<file path="config.mk">
export PLATFORM = sky130hd
export DESIGN_NAME = fpa_div_cell
export DESIGN_NICKNAME = d
export VERILOG_FILES = /design/src/hdl/fpa_pkg.sv /design/src/hdl/fpa_div_cell.sv
export SDC_FILE = /design/constraint.sdc
export NUM_CORES = 1
export LEC_CHECK = 0
export ABC_CLOCK_PERIOD_IN_PS = 8100
export BUFFER_PORTS_ARGS = -buffer_cell sky130_fd_sc_hd__buf_2
export CAP_MARGIN = 30
export CORE_MARGIN = 8
export CORE_UTILIZATION = 45
export DETAILED_ROUTE_END_ITERATION = 8
export GPL_TIMING_DRIVEN = 1
export HOLD_SLACK_MARGIN = 0.08
export PLACE_DENSITY = 0.86
export SLEW_MARGIN = 20
export SYNTH_ARGS = -nofsm -noshare
export SYNTH_HDL_FRONTEND = slang
export SYNTH_SLANG_ARGS = --single-unit
</file>
<file path="constraint.sdc">
create_clock -name clk -period 8.1 [get_ports clk]
set_input_delay 1.215 -clock clk [delete_from_list [all_inputs] [get_ports clk]]
set_output_delay 1.215 -clock clk [all_outputs]
set_load 0.05 [all_outputs]
</file>
<file path="src/hdl/fpa_pkg.sv">
// ----------------------------------------------------------------------------
// fpa_pkg
// Opcodes and the record that travels down the divider chain of the
// fixed-point alu.
// ----------------------------------------------------------------------------
package fpa_pkg;

	typedef enum logic [3:0] {
		OP_ADD  = 4'd0,
		OP_SUB  = 4'd1,
		OP_MUL  = 4'd2,
		OP_DIV  = 4'd3,
		OP_GT   = 4'd4,
		OP_LT   = 4'd5,
		OP_GE   = 4'd6,
		OP_LE   = 4'd7,
		OP_EQ   = 4'd8,
		OP_NE   = 4'd9,
		OP_MIN  = 4'd10,
		OP_MAX  = 4'd11,
		OP_INC  = 4'd12,
		OP_DEC  = 4'd13,
		OP_FINT = 4'd14,
		OP_TINT = 4'd15
	} fpa_op_t;

	// per-item record carried from cell to cell
	typedef struct packed {
		logic [31:0] res;    // result of every operation but divide
		logic        flag;
		logic        is_div;
		logic        neg;    // quotient sign
		logic        divz;   // divisor is zero
		logic [31:0] mb;     // divisor magnitude
		logic [31:0] rem;    // partial remainder
	} fpa_side_t;

endpackage

</file>
<file path="src/hdl/fpa_div_cell.sv">
// ----------------------------------------------------------------------------
// fpa_div_cell
// One restoring division step: shifts in one numerator bit, subtracts the
// divisor when it fits and shifts the quotient bit in. Other fields ride along.
// ----------------------------------------------------------------------------
module fpa_div_cell #(
	parameter int NB = 40
) (
	input  logic               clk,
	input  logic               arst_n,
	input  logic               in_valid,
	output logic               in_ready,
	input  fpa_pkg::fpa_side_t in_side,
	input  logic [NB-1:0]      in_num,
	output logic               out_valid,
	input  logic               out_ready,
	output fpa_pkg::fpa_side_t out_side,
	output logic [NB-1:0]      out_num
);

	logic               valid_q;
	fpa_pkg::fpa_side_t side_q;
	logic [NB-1:0]      num_q;
	logic [32:0]        trial;
	logic [32:0]        diff;
	logic               fits;
	fpa_pkg::fpa_side_t side_d;

	assign in_ready = !valid_q || out_ready;

	always_comb begin
		trial = {in_side.rem, in_num[NB-1]};
		diff  = trial - {1'b0, in_side.mb};
		fits  = trial >= {1'b0, in_side.mb};
		side_d = in_side;
		side_d.rem = fits ? diff[31:0] : trial[31:0];
	end

	always_ff @(posedge clk or negedge arst_n) begin
		if (!arst_n) begin
			valid_q <= 1'b0;
		end else if (in_ready) begin
			valid_q <= in_valid;
		end
	end

	always_ff @(posedge clk) begin
		if (in_ready && in_valid) begin
			side_q <= side_d;
			num_q  <= {in_num[NB-2:0], fits};
		end
	end

	assign out_valid = valid_q;
	assign out_side  = side_q;
	assign out_num   = num_q;

endmodule

</file>
==> results of run 1 <==
-- power by group through the flow --
stage / Sequential, µW / Combinational (µW) / Clock (µW)
3_5_place_dp: 895 / 470 / 0
2_1_floorplan: 1070 / 168 / 0
4_1_cts: 880 / 472 / 740
6_report: 879 / 468 / 725
5_1_grt: 884 / 500 / 764
3_3_place_gp: 893 / 459 / 0
-- area by class of cell --
type / count / share of cell area
Antenna cell: 1 / 0.000290
Clock buffer: 17 / 0.0494
Clock inverter: 15 / 0.0147
Inverter: 38 / 0.0166
Multi-Input combinational cell: 292 / 0.232
Sequential cell: 141 / 0.491
Tap cell: 180 / 0.0261
Timing Repair Buffer: 288 / 0.170
-- cell usage in the layout (no fill, tap or decap), types with 5 or more instances in the layout --
cell,Yosys,layout
clkbuf_16,0,17
edfxtp_1,140,140
nor2_1,35,35
xnor2_1,15,15
a21oi_1,56,56
ha_1,32,32
o21ai_0,16,16
a21o_1,12,12
o21a_1,6,6
nand2b_1,5,5
mux2_2,6,6
nand2_1,26,26
nand4_1,8,8
xor2_1,12,12
buf_2,8,285
nand3_1,8,8
a31oi_1,5,5
inv_1,38,38
inv_6,0,7
-- cell families after synthesis --
family	after synthesis
simple gates	102
xor+xnor	27
fa+ha+maj	33
mux	11
flops	141
compound gates	119
buf+inv	56
-- metrics by stage --
step	cells	total power (µW)	hold WS, ps	instance area [µm²]
floorplan	489	1240	919	6460
global placement	938	1350	602	8040
detailed placement	939	1370	595	8060
CTS	971	2090	536	8620
global route	972	2150	539	8620
finish	972	2070	555	8620
-- sequential cells by signal, summed over array words and instances (netlist names) --
name,flops
out_valid,1
out_side,100
out_num,40
-- worst max-delay path, stage by stage --
cell	delay [ps]
buf_2	80
inv_1	40
ha_1	410
nand4_1	210
or4_1	510
a21oi_1	130
nor3_1	80
a211oi_2	240
o21ai_2	160
o31ai_4	500
buf_4	500
mux2_2	400
-- how the worst min path moves through the flow --
stage / start / endpoint / slack, ps / cells past startpoint
after floorplan: arst_n / out_valid$_DFFE_PN0N_ / 920 / 0
after global placement: out_valid$_DFFE_PN0N_ / out_valid$_DFFE_PN0N_ / 600 / 2
after detailed placement: out_valid$_DFFE_PN0N_ / out_valid$_DFFE_PN0N_ / 600 / 2
after CTS: arst_n / out_valid$_DFFE_PN0N_ / 540 / 1
after global routing: arst_n / out_valid$_DFFE_PN0N_ / 540 / 1
final: arst_n / out_valid$_DFFE_PN0N_ / 550 / 1
-- metal layers --
layer  share of wire  GRT usage  up-vias
met5          0.0029          0        -
met4           0.015     0.0568        8
met3           0.090     0.0746       28
met2            0.53      0.366      194
met1            0.36      0.209     2307
li1                -          -     2403
==> reports/results.txt, run 1 <==
flops & latches, synth - 141
TritonCTS clock tree - yes
die area - 18400 µm²
largest family of logic cells by synthesized area - compound AO/OA/AOI/OAI gates
reg-to-reg endpoint - out_side[52]$_DFFE_PP_
XOR/XNOR share of the synthesized area - 0.0366
CP Capture Type - flop
worst-margin pin slew - 659 ps
area of the multi-input gates - 2000 µm²
H-Tree Depth - 4
per-cell routed wire length - 19.7 µm
compound-gate portion of the synthesized area - 0.113
mean post-synth cell area - 13.2 µm²
first-pass GRT wire length - 27.5 mm
Die X - 136 µm
switching power total - 666 µW
min Tclk post-route - 4320 ps
Final GP Congestion - 0.869
Die H - 136 µm
DRC - 0
Pwr Density - 241 nW/µm²
top cell type's share of synthesized area - 0.651
number of hold buffers added after cts - 0
worst path arrival time - 4490 ps
commonest cells in the netlist - edfxtp_1, a21oi_1, inv_1
Max Fanout on Critical Path - 45
crit path kind - in -> reg
slack of the critical path - 3780 ps
fmax - 0.231 GHz
largest net degree at the start of global routing - 58
P_int - 1410 µW
post-synthesis sequential area ratio - 0.655
Synth Area in Adders - 0.0651
Synth Net Count - 666
Post-synth EDFFs - 140
Bufs on Longest Clock Path - 2
IR drop worst, VDD - 0.154 mV
area delta synth->final - 33.5%
proportion of layout cells with a drive suffix above 1 - 0.418
max cap viols - 0
status - finished clean
row count - 43
CP startpoint - in_side[50]
detailed-route wire length - 19.1 mm
leak pwr - 0.00380 µW
io pins - 286
R2R depth - 4
cts repair resizes - 0
HPWL after DPL - 15.4 mm
FF-to-FF Start - out_valid$_DFFE_PN0N_
cell with the most instances after synthesis - edfxtp_1
gr usage total - 0.200
post-synthesis mux area share - 0.0190
initial core utilization - 0.463
Clk Latency, worst-skew pair - 420 ps
nets@finish - 955
Rel. slew slack - 0.561
async set or reset register ratio after synthesis - 0.00709
Root Buffer Master - clkbuf_16
DRT iter0 DRCs - 312
CTS buffer count - 17
Layout Utilization - 0.618
Clock Skew - 9.80 ps
dominant cell type by area after synthesis - edfxtp_1
sequential share of power - 0.424
synth top area cells - edfxtp_1, ha_1, a21oi_1
Final period util - 0.533
Port Buf Inserts - 285
min-delay worst type - in -> async
number of vias in the routed layout - 4940
Clock Power Share - 0.350
library cells used by synthesis - 49
total gr overflow - 0
Reg clk slew, reported paths - 60 ps
RSZ-0062 raised after global routing - false
Net Sw Frac - 0.321
post-CTS setup buffers - 0
Seq. cell area - 4230 µm²
simple-gate share of the synthesized area - 0.0750
Post-synth top flop - edfxtp_1
Fillers - 1112
Setup WS pre-CTS - 3330 ps
Combinational Power Share - 0.226
clock sink total - 141
mapped cell area - 6460 µm²
reg-to-reg setup timing slack - 5720 ps
vias per std cell - 5.08
Final TNS setup - 0 ps
# setup viols final - 0
YS warnings - 0
initial antenna violation count - 5
critical path endpoint - out_side[3]$_DFFE_PP_
core area - 13900 µm²
cells after synthesis - 489
Final Max Slew Viols - 0
final hold vios - 0
Initial DRT Pass Iterations - 4
CP startpoint kind - input pin
vias in the first global route - 4896
CP Data Required Time - 8270 ps
Routed Antenna Nets - 0
(Power assumes the default switching activity.)
==> run 2: changes to the inputs <==
--- a/config.mk
+++ b/config.mk
@@ -5,7 +5,7 @@
 export SDC_FILE = /design/constraint.sdc
 export NUM_CORES = 1
 export LEC_CHECK = 0
-export ABC_CLOCK_PERIOD_IN_PS = 8100
+export ABC_CLOCK_PERIOD_IN_PS = 4300
 export BUFFER_PORTS_ARGS = -buffer_cell sky130_fd_sc_hd__buf_2
 export CAP_MARGIN = 30
 export CORE_MARGIN = 8
==> constraint.sdc (replaced) <==
create_clock -name clk -period 4.3 [get_ports clk]
set_input_delay 0.645 -clock clk [delete_from_list [all_inputs] [get_ports clk]]
set_output_delay 0.645 -clock clk [all_outputs]
set_load 0.05 [all_outputs]
==> run 2 against run 1 <==
Core utilization is 0.29 points higher. Critical path depth stayed put. Clock power is 99% higher. First-iteration DRC count is 10% higher. Setup slack worse by 2900 ps. Combinational power is 90% higher. Via count is 2.9% higher. Sequential cell count stayed put. Register-to-register slack worse by 3200 ps. Die area stayed put. Critical path type unchanged. Largest cell class unchanged.
==> reports/results.txt, run 2 (synthesis gave the netlist of run 1 again) <==
Initial DRT Pass Iterations - 5
Bufs on Longest Clock Path - 2
min Tclk post-route - 3400 ps
status - finished clean
crit path kind - in -> reg
final hold vios - 0
post-CTS setup buffers - 0
die area - 18400 µm²
area delta synth->final - 34.1%
detailed-route wire length - 19.4 mm
nets@finish - 957
initial antenna violation count - 2
most frequent cells in the layout - buf_2, edfxtp_1, a21oi_1
first-pass GRT wire length - 28.5 mm
clock sink total - 141
TritonCTS clock tree - yes
Final GP Congestion - 0.863
Final Max Slew Viols - 0
gr usage total - 0.204
fmax - 0.294 GHz
vias in the first global route - 5168
Clock Skew - 9.64 ps
slowest stage delay, CP - 400 ps
max cap viols - 0
most used cell, CP - a21oi_1
DRT iter0 DRCs - 344
H-Tree Depth - 4
io pins - 286
per-cell routed wire length - 20.0 µm
core area - 13900 µm²
CP Capture Type - flop
proportion of layout cells with a drive suffix above 1 - 0.419
IR drop worst, VDD - 0.217 mV
initial core utilization - 0.463
worst path arrival time - 3560 ps
row count - 43
Reg clk slew, reported paths - 60 ps
Final period util - 0.790
largest net degree at the start of global routing - 72
Max Fanout on Critical Path - 4
total gr overflow - 0
area of the multi-input gates - 2000 µm²
Root Buffer Master - clkbuf_16
Final TNS setup - 0 ps
Diodes inserted - 0
min-delay worst type - in -> reg
commonest non-fill, non-tap cell in the layout - buf_2
RSZ-0062 raised after global routing - false
HPWL after DPL - 15.5 mm
Die X - 136 µm
Seq. cell area - 4230 µm²
Clk Latency, worst-skew pair - 420 ps
Rel. slew slack - 0.633
max FFs per register - 100
# setup viols final - 0
CP max-delay cell - fa_1
Routed Antenna Nets - 0
DRC - 0
number of vias in the routed layout - 5081
CTS buffer count - 17
Pwr Density - 461 nW/µm²
vias per std cell - 5.22
Die H - 136 µm
worst path cell trace - buf_2 > ha_1 > fa_1 > nand2b_1 > a21oi_1 > o21ai_0 > o311a_1 > a31oi_1 > a21oi_1 > o41ai_1 > xor2_1 > mux2_1
Port Buf Inserts - 285
hold_ws - 401 ps
CP startpoint kind - input pin
leak pwr - 0.00381 µW
CP Data Required Time - 4470 ps
Fillers - 1079
worst-margin pin slew - 547 ps
## run 2: changes by cell type in the layout (fill, tap and decap cells not counted), sizes merged
| cell | before | now |
|---|---|---|
| clkinv | 4 | 1 |
| buf | 288 | 289 |
| bufinv | 0 | 1 |
| clkbuf | 17 | 18 |
| clkinvlp | 2 | 3 |
| diode | 1 | 0 |
| dlygate4sd3 | 0 | 1 |
## run 2: layout make-up
type                    instances  area share
clock buffers                  18      0.0507
clock inverters                14      0.0168
inverters                      38      0.0165
multi-input cells             292       0.231
flip-flops and latches        141       0.488
well taps                     180      0.0260
repair buffers                290       0.171
## run 2: critical path: cells and delay by family
kind | cells | cell delay [ps]
AO/OA/AOI/OAI | 6 | 1590
XOR/XNOR | 1 | 110
adder cells (fa/ha/maj) | 2 | 620
buffers and inverters | 1 | 100
multiplexers | 1 | 300
AND/OR/NAND/NOR | 1 | 190
## run 2: timing repair
item,CTS,global route
setup endpoints to repair,0,0
hold buffers,1,0
endpoints found under the hold margin,1,0
resized for setup,0,0
## run 2: through the flow
stage                     area (µm²)  std cells  power (µW)   util  worst slack [ps]
final                           8660        973        3990  0.621               904
after global routing            8660        973        4130  0.621               702
after CTS                       8660        973        4020  0.621               940
after detailed placement        8060        940        2570  0.579               513
after global placement          8060        940        2550  0.579               598
after floorplan                 6460        489        2330      -               884
## run 2: worst paths after layout
check,from,to,slack (ps),cells after the start
min,in_side[70],out_side[70]$_DFFE_PP_,400,1
min in group asynchronous,arst_n,out_valid$_DFFE_PN0N_,590,2
max,in_side[32],out_side[30]$_DFFE_PP_,900,12
max reg2reg,out_valid$_DFFE_PN0N_,out_side[94]$_DFFE_PP_,2480,3
min reg2reg,out_valid$_DFFE_PN0N_,out_valid$_DFFE_PN0N_,560,2
max in group asynchronous,arst_n,out_valid$_DFFE_PN0N_,3620,2
## run 2: power breakdown
part	internal [µW]	total, µW	switching [µW]
registers	1640	1660	22.2
logic	259	888	629
clock network	833	1440	611
## run 2: layer usage
metal	global-route usage	part of all wire	vias up
li1	-	-	2409
met4	0.0771	0.015	4
met3	0.0664	0.096	28
met2	0.381	0.54	249
met1	0.206	0.35	2391
met5	0	0.0017	-
==> run 3: changes to the inputs <==
--- a/config.mk
+++ b/config.mk
@@ -5,7 +5,7 @@
 export SDC_FILE = /design/constraint.sdc
 export NUM_CORES = 1
 export LEC_CHECK = 0
-export ABC_CLOCK_PERIOD_IN_PS = 4300
+export ABC_CLOCK_PERIOD_IN_PS = 3400
 export BUFFER_PORTS_ARGS = -buffer_cell sky130_fd_sc_hd__buf_2
 export CAP_MARGIN = 30
 export CORE_MARGIN = 8
==> constraint.sdc (replaced) <==
create_clock -name clk -period 3.4 [get_ports clk]
set_input_delay 0.51 -clock clk [delete_from_list [all_inputs] [get_ports clk]]
set_output_delay 0.51 -clock clk [all_outputs]
set_load 0.05 [all_outputs]
==> run 3 against run 2 <==
Sequential share of layout area down 0.95 points. Die area stayed put. Setup slack got worse by 660 ps. Power rose by 25%. Global-route usage is 0.25 points higher. Final area rose by 2.0%. Count of clock-buffer cells in the layout is the same. Core utilization grew 1.2 points.
==> reports/results.txt, run 3 (synthesis gave the netlist of run 1 again) <==
H-Tree Depth - 4
status - finished clean
Root Buffer Master - clkbuf_16
die area - 18400 µm²
per-cell routed wire length - 19.8 µm
WL met2 - 10.7 mm
io pins - 286
nets@finish - 981
detailed-route wire length - 19.8 mm
Routed Antenna Nets - 0
Pwr Density - 567 nW/µm²
max FFs per register - 100
DRT iter0 DRCs - 452
Bufs on Longest Clock Path - 2
worst path arrival time - 3330 ps
largest net degree at the start of global routing - 141
Rel. slew slack - 0.502
area of the multi-input gates - 2000 µm²
CP max-delay cell - fa_1
placed insts - 964
routed length on met3 - 1.82 mm
Fillers - 1082
area delta synth->final - 36.7%
Seq. cell area - 4230 µm²
Initial DRT Pass Iterations - 4
most frequent cells in the layout - buf_2, edfxtp_1, a21oi_1
min Tclk post-route - 3160 ps
RSZ-0062 raised after global routing - false
Final TNS setup - 0 ps
Post-Layout Cell Count - 998
CP Buf/Inv Count - 3
fmax - 0.317 GHz
Layout Utilization - 0.634
IR drop worst, VDD - 0.285 mV
Final period util - 0.929
final instance area - 8830 µm²
Final GP Congestion - 0.841
CTS buffer count - 17
Final Max Slew Viols - 0
commonest non-fill, non-tap cell in the layout - buf_2
DRC - 0
Clk Latency, worst-skew pair - 420 ps
worst-margin pin slew - 747 ps
Clock Skew - 11.3 ps
vias in the first global route - 5113
vias per std cell - 5.19
Placed Area - 8260 µm²
Die H - 136 µm
first-pass GRT wire length - 28.7 mm
cts repair resizes - 0
number of vias in the routed layout - 5176
CP Capture Type - flop
row count - 43
worst path cell trace - buf_2 > inv_1 > ha_1 > fa_1 > nand2b_1 > a21oi_1 > o21ai_0 > o311a_1 > a31oi_1 > a21oi_1 > buf_4 > o21ai_0 > xor2_1 > mux2_1
Die X - 136 µm
proportion of layout cells with a drive suffix above 1 - 0.436
CP delay by family, top - compound AO/OA/AOI/OAI gates
crit path kind - in -> reg
# setup viols final - 0
TritonCTS clock tree - yes
hold-critical path depth - 1
initial antenna violation count - 3
clock sink total - 141
gr usage total - 0.207
Max Fanout on Critical Path - 2
core area - 13900 µm²
initial core utilization - 0.463
Crit path depth - 14
Port Buf Inserts - 285
Top Layer Used - met5
WL met1 - 6.90 mm
slowest stage delay, CP - 410 ps
R2R depth - 3
CP startpoint kind - input pin
max cap viols - 0
final hold vios - 0
CP Data Required Time - 3570 ps
min-delay worst type - in -> reg
HPWL after DPL - 15.6 mm
Reg clk slew, reported paths - 70 ps
total gr overflow - 0
leak pwr - 0.00392 µW
hold_ws - 260 ps
## run 3: layout make-up
cell class                      instances  area share
Tap cell                              180      0.0255
Antenna cell                            1    0.000283
Clock inverter                         14      0.0137
Sequential cell                       141       0.479
Multi-Input combinational cell        292       0.226
Inverter                               38      0.0162
Timing Repair Buffer                  314       0.189
Clock buffer                           18      0.0497
## run 3: through the flow
| stage | setup slack, ps | total power (µW) |
|---|---|---|
| after floorplan | 63.1 | 2940 |
| after global placement | 27.6 | 3270 |
| after detailed placement | -155 | 3300 |
| after CTS | 271 | 5040 |
| after global routing | 88.1 | 5190 |
| final | 242 | 5010 |
## run 3: power by group
part	internal [µW]	switching, µW	leakage (µW)	total [µW]
clock	977	763	0.000273	1740
combinational	360	809	0.00231	1170
sequential	2070	28.3	0.00134	2100
total	3410	1600	0.00392	5010
## run 3: path summary, 6_finish.rpt
kind | from | to | slack, ps
min | in_side[92] | out_side[92]$_DFFE_PP_ | 260
max in group asynchronous | arst_n | out_valid$_DFFE_PN0N_ | 2900
min in group asynchronous | arst_n | out_valid$_DFFE_PN0N_ | 410
max | in_num[39] | out_side[26]$_DFFE_PP_ | 240
min reg2reg | out_valid$_DFFE_PN0N_ | out_valid$_DFFE_PN0N_ | 560
max reg2reg | out_valid$_DFFE_PN0N_ | out_side[10]$_DFFE_PP_ | 1730
## run 3: metal layers
metal / up-vias / GRT usage
met5: - / 0
met4: 4 / 0.0716
met3: 29 / 0.0760
met2: 229 / 0.377
met1: 2459 / 0.213
li1: 2455 / -
## run 3: worst register-to-register path: stages (launching register included)
cell	delay (ps)
dfrtp_1	390
nand2b_1	110
and2_4	170
buf_12	520
## run 3: what timing repair did
item / in CTS / in global routing
hold buffers: 1 / 0
endpoints found under the hold margin: 1 / 0
setup buffers: 0 / 0
